`src/rtl/assert_macros.svh`:
```
// Assertion macros for the key scan report builder RTL.
// Needs a signal named clock and a signal named reset in the using scope.
`ifndef ASSERT_MACROS_SVH
`define ASSERT_MACROS_SVH

// Property checked at every rising clock edge outside reset.
`define ASSERT_CLK(label, prop, msg) \
   label: assert property (@(posedge clock) disable iff (reset) (prop)) else $error(msg);

// Condition that must never hold outside reset.
`define ASSERT_NEVER(label, cond, msg) \
   label: assert property (@(posedge clock) disable iff (reset) !(cond)) else $error(msg);

`endif

```
`src/rtl/ksdrb_pkg.sv`:
```
// Shared constants and types for the key scan debounce report builder.
// No dependencies.
`timescale 1ns / 1ps
`default_nettype none

package ksdrb_pkg;

   localparam int KEY_COUNT    = 128;
   localparam int REPORT_SLOTS = 6;
   localparam int SLOT_MAX     = 6;
   localparam int ADDR_W       = $clog2(KEY_COUNT);
   localparam int HIST_W       = 5;
   localparam int PHASE_W      = 2;
   localparam int ENTRY_W      = HIST_W + PHASE_W;
   localparam int SLOT_CNT_W   = 3;
   localparam int CHAR_W       = 3;
   localparam int REQ_DATA_W   = 16;
   localparam int RSP_DATA_W   = 64;

   localparam logic [HIST_W-1:0] HIST_FULL = 5'h1F;

   localparam logic [PHASE_W-1:0] PH_IDLE = 2'd0;
   localparam logic [PHASE_W-1:0] PH_PEND = 2'd1;
   localparam logic [PHASE_W-1:0] PH_DONE = 2'd2;

   localparam logic [CHAR_W-1:0] CHAR_SAT = 3'd7;

   localparam logic [7:0] HID_CTRL_L = 8'hE0;
   localparam logic [7:0] HID_GUI_L  = 8'hE3;
   localparam logic [7:0] HID_GUI_R  = 8'hE7;
   localparam logic [7:0] HID_F13    = 8'h68;
   localparam logic [7:0] HID_F14    = 8'h69;
   localparam logic [7:0] HID_F15    = 8'h6A;
   localparam logic [7:0] HID_F16    = 8'h6B;
   localparam logic [7:0] HID_F18    = 8'h6D;
   localparam logic [7:0] HID_F20    = 8'h6F;
   localparam logic [7:0] HID_SPACE  = 8'h2C;
   localparam logic [7:0] HID_BKSP   = 8'h2A;
   localparam logic [7:0] HID_S      = 8'h16;
   localparam logic [7:0] HID_SCRLK  = 8'h47;

   localparam logic [7:0] MOD_SHIFT_L = 8'h02;
   localparam logic [7:0] MOD_ALT_L   = 8'h04;
   localparam logic [7:0] MOD_GUI_L   = 8'h08;

   // key sample after the state lookup, handed to the report logic
   typedef struct packed {
      logic       vld;
      logic       act;
      logic       down;
      logic       pend;
      logic [7:0] code;
      logic       last;
   } key_event_type;

   // result item, modifier byte in the low bits
   typedef struct packed {
      logic                       game;
      logic [CHAR_W-1:0]          chars;
      logic                       pause;
      logic                       any;
      logic [SLOT_MAX-1:0][7:0]   slots;
      logic [7:0]                 mods;
   } report_type;

endpackage

`default_nettype wire

```
`src/rtl/ksdrb_ram.sv`:
```
// Generic single-clock RAM, one write port and one registered read port.
// Read during write to the same address returns the old data. No dependencies.
`timescale 1ns / 1ps
`default_nettype none

module ksdrb_ram #(
   parameter int WIDTH = 8,
   parameter int DEPTH = 16
) (
   input  wire logic                     clock,
   input  wire logic                     wr_en,
   input  wire logic [$clog2(DEPTH)-1:0] wr_addr,
   input  wire logic [WIDTH-1:0]         wr_data,
   input  wire logic                     rd_en,
   input  wire logic [$clog2(DEPTH)-1:0] rd_addr,
   output logic      [WIDTH-1:0]         rd_data
);

   logic [WIDTH-1:0] mem_ff [DEPTH];

   always_ff @(posedge clock) begin
      if (wr_en) begin
         mem_ff[wr_addr] <= wr_data;
      end
      if (rd_en) begin
         rd_data <= mem_ff[rd_addr];
      end
   end

endmodule

`default_nettype wire

```
`src/rtl/ksdrb_key_state.sv`:
```
// Per-key debounce state: history and press phase in RAM, read-modify-write.
// Depends on ksdrb_pkg and ksdrb_ram.
`timescale 1ns / 1ps
`default_nettype none

module ksdrb_key_state (
   input  wire logic                    clock,
   input  wire logic                    reset,
   input  wire logic                    in_take,
   input  wire logic [6:0]              key_index,
   input  wire logic                    pressed,
   input  wire logic [7:0]              key_code,
   input  wire logic                    last_of_scan,
   input  wire logic                    consume,
   output ksdrb_pkg::key_event_type     key_event
);
   import ksdrb_pkg::*;

   logic                 s1_vld_ff, s1_vld_in;
   logic                 s1_act_ff;
   logic [ADDR_W-1:0]    s1_idx_ff;
   logic                 s1_cur_ff;
   logic [7:0]           s1_code_ff;
   logic                 s1_last_ff;

   logic [KEY_COUNT-1:0] valid_ff, valid_in;
   logic                 fwd_vld_ff, fwd_vld_in;
   logic [ADDR_W-1:0]    fwd_addr_ff;
   logic [ENTRY_W-1:0]   fwd_data_ff;

   logic [ENTRY_W-1:0]   ram_rd_data;
   logic [ENTRY_W-1:0]   entry_old;
   logic [HIST_W-1:0]    hist_new;
   logic [PHASE_W-1:0]   phase_old, phase_mid, phase_new;
   logic                 down;
   logic                 wr_en;

   ksdrb_ram #(.WIDTH(ENTRY_W), .DEPTH(KEY_COUNT)) u_ram (
      .clock   (clock),
      .wr_en   (wr_en),
      .wr_addr (s1_idx_ff),
      .wr_data ({phase_new, hist_new}),
      .rd_en   (in_take),
      .rd_addr (ADDR_W'(key_index)),
      .rd_data (ram_rd_data)
   );

   always_comb begin
      if (fwd_vld_ff && (fwd_addr_ff == s1_idx_ff)) begin
         entry_old = fwd_data_ff;
      end else if (valid_ff[s1_idx_ff]) begin
         entry_old = ram_rd_data;
      end else begin
         entry_old = '0;
      end
      phase_old = entry_old[ENTRY_W-1:HIST_W];
      hist_new  = {entry_old[HIST_W-2:0], s1_cur_ff};
      down      = s1_cur_ff && (hist_new == HIST_FULL);
      if (down) begin
         phase_mid = (phase_old == PH_IDLE) ? PH_PEND : phase_old;
      end else if (!s1_cur_ff) begin
         phase_mid = PH_IDLE;
      end else begin
         phase_mid = phase_old;
      end
      phase_new = (down && consume) ? PH_DONE : phase_mid;
      wr_en     = s1_vld_ff && s1_act_ff;
   end

   assign key_event = '{vld:  s1_vld_ff,
                        act:  s1_act_ff,
                        down: down,
                        pend: (phase_mid == PH_PEND),
                        code: s1_code_ff,
                        last: s1_last_ff};

   always_comb begin
      s1_vld_in  = in_take;
      fwd_vld_in = wr_en;
      valid_in   = valid_ff;
      if (wr_en) begin
         valid_in[s1_idx_ff] = 1'b1;
      end
   end

   always_ff @(posedge clock) begin
      if (reset) begin
         s1_vld_ff  <= 1'b0;
         fwd_vld_ff <= 1'b0;
         valid_ff   <= '0;
      end else begin
         s1_vld_ff  <= s1_vld_in;
         fwd_vld_ff <= fwd_vld_in;
         valid_ff   <= valid_in;
      end
   end

   always_ff @(posedge clock) begin
      if (in_take) begin
         s1_act_ff  <= (int'(key_index) < KEY_COUNT) && (key_code != HID_F20);
         s1_idx_ff  <= ADDR_W'(key_index);
         s1_cur_ff  <= pressed;
         s1_code_ff <= key_code;
         s1_last_ff <= last_of_scan;
      end
      if (wr_en) begin
         fwd_addr_ff <= s1_idx_ff;
         fwd_data_ff <= {phase_new, hist_new};
      end
   end

endmodule

`default_nettype wire

```
`src/rtl/ksdrb_report.sv`:
```
// Per-scan report accumulation, macro key handling and game mode toggle.
// Depends on ksdrb_pkg.
`timescale 1ns / 1ps
`default_nettype none

module ksdrb_report (
   input  wire logic                clock,
   input  wire logic                reset,
   input  ksdrb_pkg::key_event_type key_event,
   output logic                     consume,
   output logic                     push,
   output ksdrb_pkg::report_type    result
);
   import ksdrb_pkg::*;

   logic [7:0]                mods_ff, mods_in, mods_n;
   logic [SLOT_MAX-1:0][7:0]  slots_ff, slots_in, slots_n;
   logic [SLOT_CNT_W-1:0]     cnt_ff, cnt_in, cnt_n;
   logic                      any_ff, any_in, any_n;
   logic                      pause_ff, pause_in, pause_n;
   logic [CHAR_W-1:0]         char_ff, char_in, char_n;
   logic                      game_ff, game_in;
   logic                      put;
   logic [7:0]                put_code;
   logic                      toggle;
   logic [7:0]                code;

   assign code = key_event.code;

   always_comb begin
      mods_n   = mods_ff;
      slots_n  = slots_ff;
      cnt_n    = cnt_ff;
      any_n    = any_ff;
      pause_n  = pause_ff;
      char_n   = char_ff;
      consume  = 1'b0;
      put      = 1'b0;
      put_code = code;
      if (key_event.vld && key_event.act && key_event.down) begin
         any_n = 1'b1;
         if ((code >= HID_CTRL_L) && (code <= HID_GUI_R)) begin
            if (!game_ff || ((code != HID_GUI_L) && (code != HID_GUI_R))) begin
               mods_n[code[2:0]] = 1'b1;
            end
         end else if (cnt_ff < SLOT_CNT_W'(REPORT_SLOTS)) begin
            priority if (code == HID_F13) begin
               mods_n   = mods_n | MOD_GUI_L;
               put      = 1'b1;
               put_code = HID_SPACE;
               consume  = key_event.pend;
            end else if ((code == HID_F14) || (code == HID_F18)) begin
               if (key_event.pend) begin
                  pause_n = 1'b1;
                  consume = 1'b1;
               end
            end else if (code == HID_F15) begin
               mods_n   = mods_n | MOD_GUI_L | MOD_SHIFT_L;
               put      = 1'b1;
               put_code = HID_S;
            end else if (code == HID_F16) begin
               put      = 1'b1;
               put_code = HID_SCRLK;
            end else begin
               put = 1'b1;
               if ((code != HID_SPACE) && (code != HID_BKSP) && key_event.pend) begin
                  if (char_ff != CHAR_SAT) begin
                     char_n = char_ff + 1'b1;
                  end
                  consume = 1'b1;
               end
            end
            if (put) begin
               for (int k = 0; k < SLOT_MAX; k++) begin
                  if (cnt_ff == SLOT_CNT_W'(k)) begin
                     slots_n[k] = put_code;
                  end
               end
               cnt_n = cnt_ff + 1'b1;
            end
         end
      end

      push   = key_event.vld && key_event.last;
      toggle = ((mods_n & MOD_ALT_L) != 8'h00) && (slots_n[0] == HID_BKSP);

      result.mods  = any_n ? mods_n : 8'h00;
      result.slots = any_n ? slots_n : '0;
      result.any   = any_n;
      result.pause = pause_n;
      result.chars = char_n;
      result.game  = game_ff ^ toggle;

      if (push) begin
         mods_in  = '0;
         slots_in = '0;
         cnt_in   = '0;
         any_in   = 1'b0;
         pause_in = 1'b0;
         char_in  = '0;
         game_in  = game_ff ^ toggle;
      end else begin
         mods_in  = mods_n;
         slots_in = slots_n;
         cnt_in   = cnt_n;
         any_in   = any_n;
         pause_in = pause_n;
         char_in  = char_n;
         game_in  = game_ff;
      end
   end

   always_ff @(posedge clock) begin
      if (reset) begin
         mods_ff  <= '0;
         slots_ff <= '0;
         cnt_ff   <= '0;
         any_ff   <= 1'b0;
         pause_ff <= 1'b0;
         char_ff  <= '0;
         game_ff  <= 1'b0;
      end else begin
         mods_ff  <= mods_in;
         slots_ff <= slots_in;
         cnt_ff   <= cnt_in;
         any_ff   <= any_in;
         pause_ff <= pause_in;
         char_ff  <= char_in;
         game_ff  <= game_in;
      end
   end

endmodule

`default_nettype wire

```
`src/rtl/ksdrb_rsp_queue.sv`:
```
// Two-entry result queue that decouples report output from the consumer.
// Depends on ksdrb_pkg.
`timescale 1ns / 1ps
`default_nettype none

module ksdrb_rsp_queue (
   input  wire logic                               clock,
   input  wire logic                               reset,
   input  wire logic                               push,
   input  ksdrb_pkg::report_type                   push_data,
   input  wire logic                               rsp_tready,
   output logic                                    rsp_tvalid,
   output logic      [ksdrb_pkg::RSP_DATA_W-1:0]   rsp_tdata,
   output logic      [1:0]                         count
);
   import ksdrb_pkg::*;

   report_type q_ff [2];
   logic       head_ff, head_in;
   logic [1:0] cnt_ff, cnt_in;
   logic       pop;
   logic       wr_sel;

   assign pop        = rsp_tvalid && rsp_tready;
   assign rsp_tvalid = (cnt_ff != 2'd0);
   assign rsp_tdata  = RSP_DATA_W'(q_ff[head_ff]);
   assign count      = cnt_ff;
   assign wr_sel     = head_ff ^ cnt_ff[0];

   always_comb begin
      cnt_in  = cnt_ff + {1'b0, push} - {1'b0, pop};
      head_in = head_ff ^ pop;
   end

   always_ff @(posedge clock) begin
      if (reset) begin
         cnt_ff  <= '0;
         head_ff <= 1'b0;
      end else begin
         cnt_ff  <= cnt_in;
         head_ff <= head_in;
      end
   end

   always_ff @(posedge clock) begin
      if (push) begin
         q_ff[wr_sel] <= push_data;
      end
   end

endmodule

`default_nettype wire

```
`src/rtl/key_scan_debounce_report_builder.sv`:
```
// Channel  Dir  Width  Accepted when
// req_     in   16+1   req_tvalid & req_tready (tlast = last_of_scan)
// rsp_     out  64     rsp_tvalid & rsp_tready, one report per scan end
//
// One request per cycle. A request is looked up in the key state RAM in the
// cycle after it is taken and written back at the end of that cycle; a
// back-to-back request to the same key uses the forwarded entry. The report
// is queued as the scan's last request is looked up. Reset is synchronous and
// clears all key state at once through per-key valid flags. Requests stall
// only while the two-entry report queue holds results not yet taken.
// Top level; depends on ksdrb_pkg, ksdrb_key_state, ksdrb_report,
// ksdrb_rsp_queue and assert_macros.svh.
`timescale 1ns / 1ps
`default_nettype none
`include "assert_macros.svh"

module key_scan_debounce_report_builder (
   input  wire logic                               clock,
   input  wire logic                               reset,
   input  wire logic                               req_tvalid,
   output logic                                    req_tready,
   // key_index[6:0], pressed[7], key_code[15:8]
   input  wire logic [ksdrb_pkg::REQ_DATA_W-1:0]   req_tdata,
   input  wire logic                               req_tlast,
   output logic                                    rsp_tvalid,
   input  wire logic                               rsp_tready,
   // modifier_bits[7:0], key_slot_0..5[55:8], any_key[56], pause_request[57],
   // chars_typed[60:58], game_mode_flag[61], zero[63:62]
   output logic      [ksdrb_pkg::RSP_DATA_W-1:0]   rsp_tdata
);
   import ksdrb_pkg::*;

   key_event_type key_event;
   report_type    result;
   logic          consume;
   logic          push;
   logic          in_take;
   logic          rsp_pop;
   logic [1:0]    q_cnt;

   assign rsp_pop    = rsp_tvalid && rsp_tready;
   assign req_tready = (q_cnt + {1'b0, key_event.vld && key_event.last})
                       < (2'd2 + {1'b0, rsp_pop});
   assign in_take    = req_tvalid && req_tready;

   ksdrb_key_state u_key_state (
      .clock        (clock),
      .reset        (reset),
      .in_take      (in_take),
      .key_index    (req_tdata[6:0]),
      .pressed      (req_tdata[7]),
      .key_code     (req_tdata[15:8]),
      .last_of_scan (req_tlast),
      .consume      (consume),
      .key_event    (key_event)
   );

   ksdrb_report u_report (
      .clock     (clock),
      .reset     (reset),
      .key_event (key_event),
      .consume   (consume),
      .push      (push),
      .result    (result)
   );

   ksdrb_rsp_queue u_rsp_queue (
      .clock      (clock),
      .reset      (reset),
      .push       (push),
      .push_data  (result),
      .rsp_tready (rsp_tready),
      .rsp_tvalid (rsp_tvalid),
      .rsp_tdata  (rsp_tdata),
      .count      (q_cnt)
   );

   `ASSERT_NEVER(a_queue_overflow, push && (q_cnt == 2'd2) && !rsp_tready, "report queue overflow")
   `ASSERT_CLK(a_take_to_lookup, in_take |=> key_event.vld, "taken request not looked up")
   `ASSERT_NEVER(a_consume_idle, consume && !(key_event.vld && key_event.down), "consume without press")
   `ASSERT_CLK(a_push_on_last, push == (key_event.vld && key_event.last), "report push mismatch")

endmodule

`default_nettype wire

```
`config.mk`:
```
export PLATFORM = sky130hd
export DESIGN_NAME = key_scan_debounce_report_builder
export DESIGN_NICKNAME = d
export VERILOG_FILES = /design/src/rtl/ksdrb_pkg.sv /design/src/rtl/ksdrb_ram.sv /design/src/rtl/ksdrb_key_state.sv /design/src/rtl/ksdrb_report.sv /design/src/rtl/ksdrb_rsp_queue.sv /design/src/rtl/key_scan_debounce_report_builder.sv
export VERILOG_INCLUDE_DIRS = /design/src /design/src/rtl
export SDC_FILE = /design/constraint.sdc
export NUM_CORES = 1
export LEC_CHECK = 0
export BUFFER_PORTS_ARGS = -buffer_cell sky130_fd_sc_hd__buf_2
export CAP_MARGIN = 10
export CELL_PAD_IN_SITES_DETAIL_PLACEMENT = 0
export CELL_PAD_IN_SITES_GLOBAL_PLACEMENT = 2
export CORE_ASPECT_RATIO = 1.75
export CORE_MARGIN = 3
export CORE_UTILIZATION = 30
export CTS_BUF_LIST = sky130_fd_sc_hd__clkbuf_8 sky130_fd_sc_hd__clkbuf_16
export DETAILED_ROUTE_END_ITERATION = 7
export PLACE_DENSITY_LB_ADDON = 0.1
export SLEW_MARGIN = 25
export SYNTH_ARGS = -nofsm -noshare
export SYNTH_HDL_FRONTEND = slang
export SYNTH_HIERARCHICAL = 1
export SYNTH_SLANG_ARGS = --single-unit
```
`constraint.sdc`:
```
create_clock -name clock -period 7.9 [get_ports clock]
set_input_delay 1.58 -clock clock [delete_from_list [all_inputs] [get_ports clock]]
set_output_delay 1.58 -clock clock [all_outputs]
set_load 0.005 [all_outputs]
```
==> flow_summary.json <==
{
  "fin_tns_setup_ns": 0,
  "avgSynthCellArea_um2": 17.6,
  "critical_path_class": "register to register",
  "post_dp_cell_area_um2": 47100,
  "layout_min_cycle_time_ns": 5.35,
  "slew_violations": 0,
  "fillers": 13891,
  "wl_met3_mm": 4.01,
  "syn_area_um2": 44300,
  "fin_area_um2": 50700,
  "final_nets": 2628,
  "cp_max_fo": 129,
  "relSlewSlack": 0.283,
  "finalHoldViolCount": 0,
  "dieArea_um2": 153000,
  "cp-start-kind": "register",
  "holdBufCountCts": 0,
  "p_leak_nw": 16.1,
  "clkTransAtPathRegs_ns": 0.06,
  "port_buffers": 84,
  "hpwl_mm": 75.8,
  "setup_viol": 0,
  "die_x_um": 297,
  "power_density_nw_per_um2": 262,
  "antenna_found_initial": 2,
  "vias": 22448,
  "crit_path_cell_trace": "buf_4, mux4_1, mux4_2, a22o_1, nor4_4, a21oi_1, a221oi_1, nand2_1, nor2_1, o21a_1, o21ai_0, a31oi_4, buf_12",
  "initial_core_util": 0.302,
  "grt.total_usage": 0.157,
  "cp_top_family": "compound AO/OA/AOI/OAI gates",
  "fp.coreArea_um2": 147000,
  "finClkSkew_ns": 0.0246,
  "drc": 0,
  "drtIter0Drc": 1347,
  "grt_pass1_wl_mm": 173,
  "drt-met1-wl_mm": 43.2,
  "arrival_ns": 5.78,
  "clock_latency_ns": 0.72,
  "drive_gt1_frac": 0.254,
  "syn_inst": 2515,
  "cts-root-buf": "clkbuf_16",
  "crit_slowest_cell": "edfxtp_1",
  "overflow": 0,
  "htreeDepth": 3,
  "ctsResizeCount": 0,
  "drv_cap": 0,
  "slowest_delay_ns": 0.77,
  "rsz0062_at_grt": "false",
  "wire_per_inst_um": 25.5,
  "cts_tree": "done",
  "grt_pass1_vias": 24126,
  "critPathBufInv": 2,
  "worstMarginPinSlew_ns": 1.07,
  "place_congestion": 0.767,
  "yosys_warnings": 6,
  "top_layer_used": "met4",
  "vias_per_cell": 4.81,
  "clk_path_buf_depth": 3,
  "wl_met2_mm": 68.8,
  "die_y_um": 515,
  "fmax_mhz": 187,
  "finalCritPeriodShare": 0.677,
  "worstSetupEndpointType": "register",
  "rows": 186,
  "grt_start_max_net_pins": 130,
  "antenna_left": 0,
  "cts.sinks": 1127,
  "required_ns": 8.33,
  "numCtsBuffers": 110,
  "syn_to_final_growth_pct": 14.3,
  "ioPinCount": 87,
  "worstHoldPathType": "register to register",
  "status": "finished, final reports clean",
  "ir_drop_mv": 0.163,
  "routed_wl_mm": 119,
  "drtPass1Iterations": 5,
  "cts_setup_buffers": 0
}
final timing paths:
check	start	to	slack [ns]	cells after the start
max	u_key_state/s1_idx_ff[1]	u_key_state/u_ram/mem_ff[49][6]	2.55	13
max reg2reg	u_key_state/s1_idx_ff[1]	u_key_state/u_ram/mem_ff[49][6]	2.55	13
min	u_key_state/valid_ff[10]	u_key_state/valid_ff[10]	0.47	2
min reg2reg	u_key_state/valid_ff[10]	u_key_state/valid_ff[10]	0.47	2
area by class of cell:
class | instances | area [µm²] | share of cell area
Clock inverter | 87 | 712 | 0.0140
Inverter | 17 | 63.8 | 0.00126
Antenna cell | 1 | 2.50 | 0.0000494
Multi-Input combinational cell | 1210 | 11800 | 0.233
Timing Repair Buffer | 132 | 916 | 0.0181
Tap cell | 1974 | 2470 | 0.0487
Clock buffer | 115 | 2840 | 0.0561
Sequential cell | 1127 | 31900 | 0.629
sequential cells by signal, indices dropped and copies added (netlist names), 2 cells and up:
| signal | count |
|---|---|
| u_key_state/u_ram/mem_ff | 768 |
| u_key_state/valid_ff | 128 |
| u_rsp_queue/q_ff | 124 |
| u_report/slots_ff | 48 |
| u_key_state/s1_code_ff | 8 |
| u_report/mods_ff | 8 |
| u_key_state/fwd_addr_ff | 7 |
| u_key_state/s1_idx_ff | 7 |
| u_key_state/fwd_data_ff | 6 |
| u_key_state/u_ram/rd_data | 6 |
| u_report/char_ff | 3 |
| u_report/cnt_ff | 3 |
| u_rsp_queue/count | 2 |
through the flow:
stage / power (W) / hold WS [ns] / worst slack, ns / utilization / cells
after detailed placement: 0.00828 / 0.451 / 2.52 / 0.321 / 4460
final: 0.0133 / 0.465 / 2.55 / 0.345 / 4663
after CTS: 0.0136 / 0.466 / 2.48 / 0.345 / 4662
after floorplan: 0.00768 / 0.428 / 0.0443 / - / 2516
after global placement: 0.00825 / 0.440 / 2.21 / 0.320 / 4456
after global routing: 0.0139 / 0.490 / 2.27 / 0.345 / 4663
where the power goes:
part	internal, W	switching (W)
registers	0.00666	0.0000729
clock network	0.00293	0.00228
logic	0.000468	0.000882
worst reg2reg max path, delay by kind of cell, from the launching register on:
family | cells | cell delay, ns
flip-flops | 1 | 0.77
buffers and inverters | 2 | 0.85
AO/OA/AOI/OAI | 6 | 1.65
AND/OR/NAND/NOR | 3 | 0.76
multiplexers | 2 | 0.89
per-layer routing:
metal  GRT usage  vias to the layer above
met5           0                        -
met4      0.0503                        0
met3      0.0200                      129
met2       0.312                      420
met1       0.169                    11927
li1            -                     9972
cells in the final DEF, fill, tap and decap left out, types with 39 or more instances in the layout:
| master | count |
|---|---|
| mux4_2 | 272 |
| inv_1 | 49 |
| edfxtp_1 | 929 |
| clkbuf_16 | 112 |
| a21oi_1 | 136 |
| buf_2 | 80 |
| nand2_1 | 48 |
| dfxtp_1 | 197 |
| mux2i_1 | 59 |
| buf_4 | 39 |
| nor2_1 | 400 |
| mux2_2 | 76 |
Power figures use the tool's default switching activity.
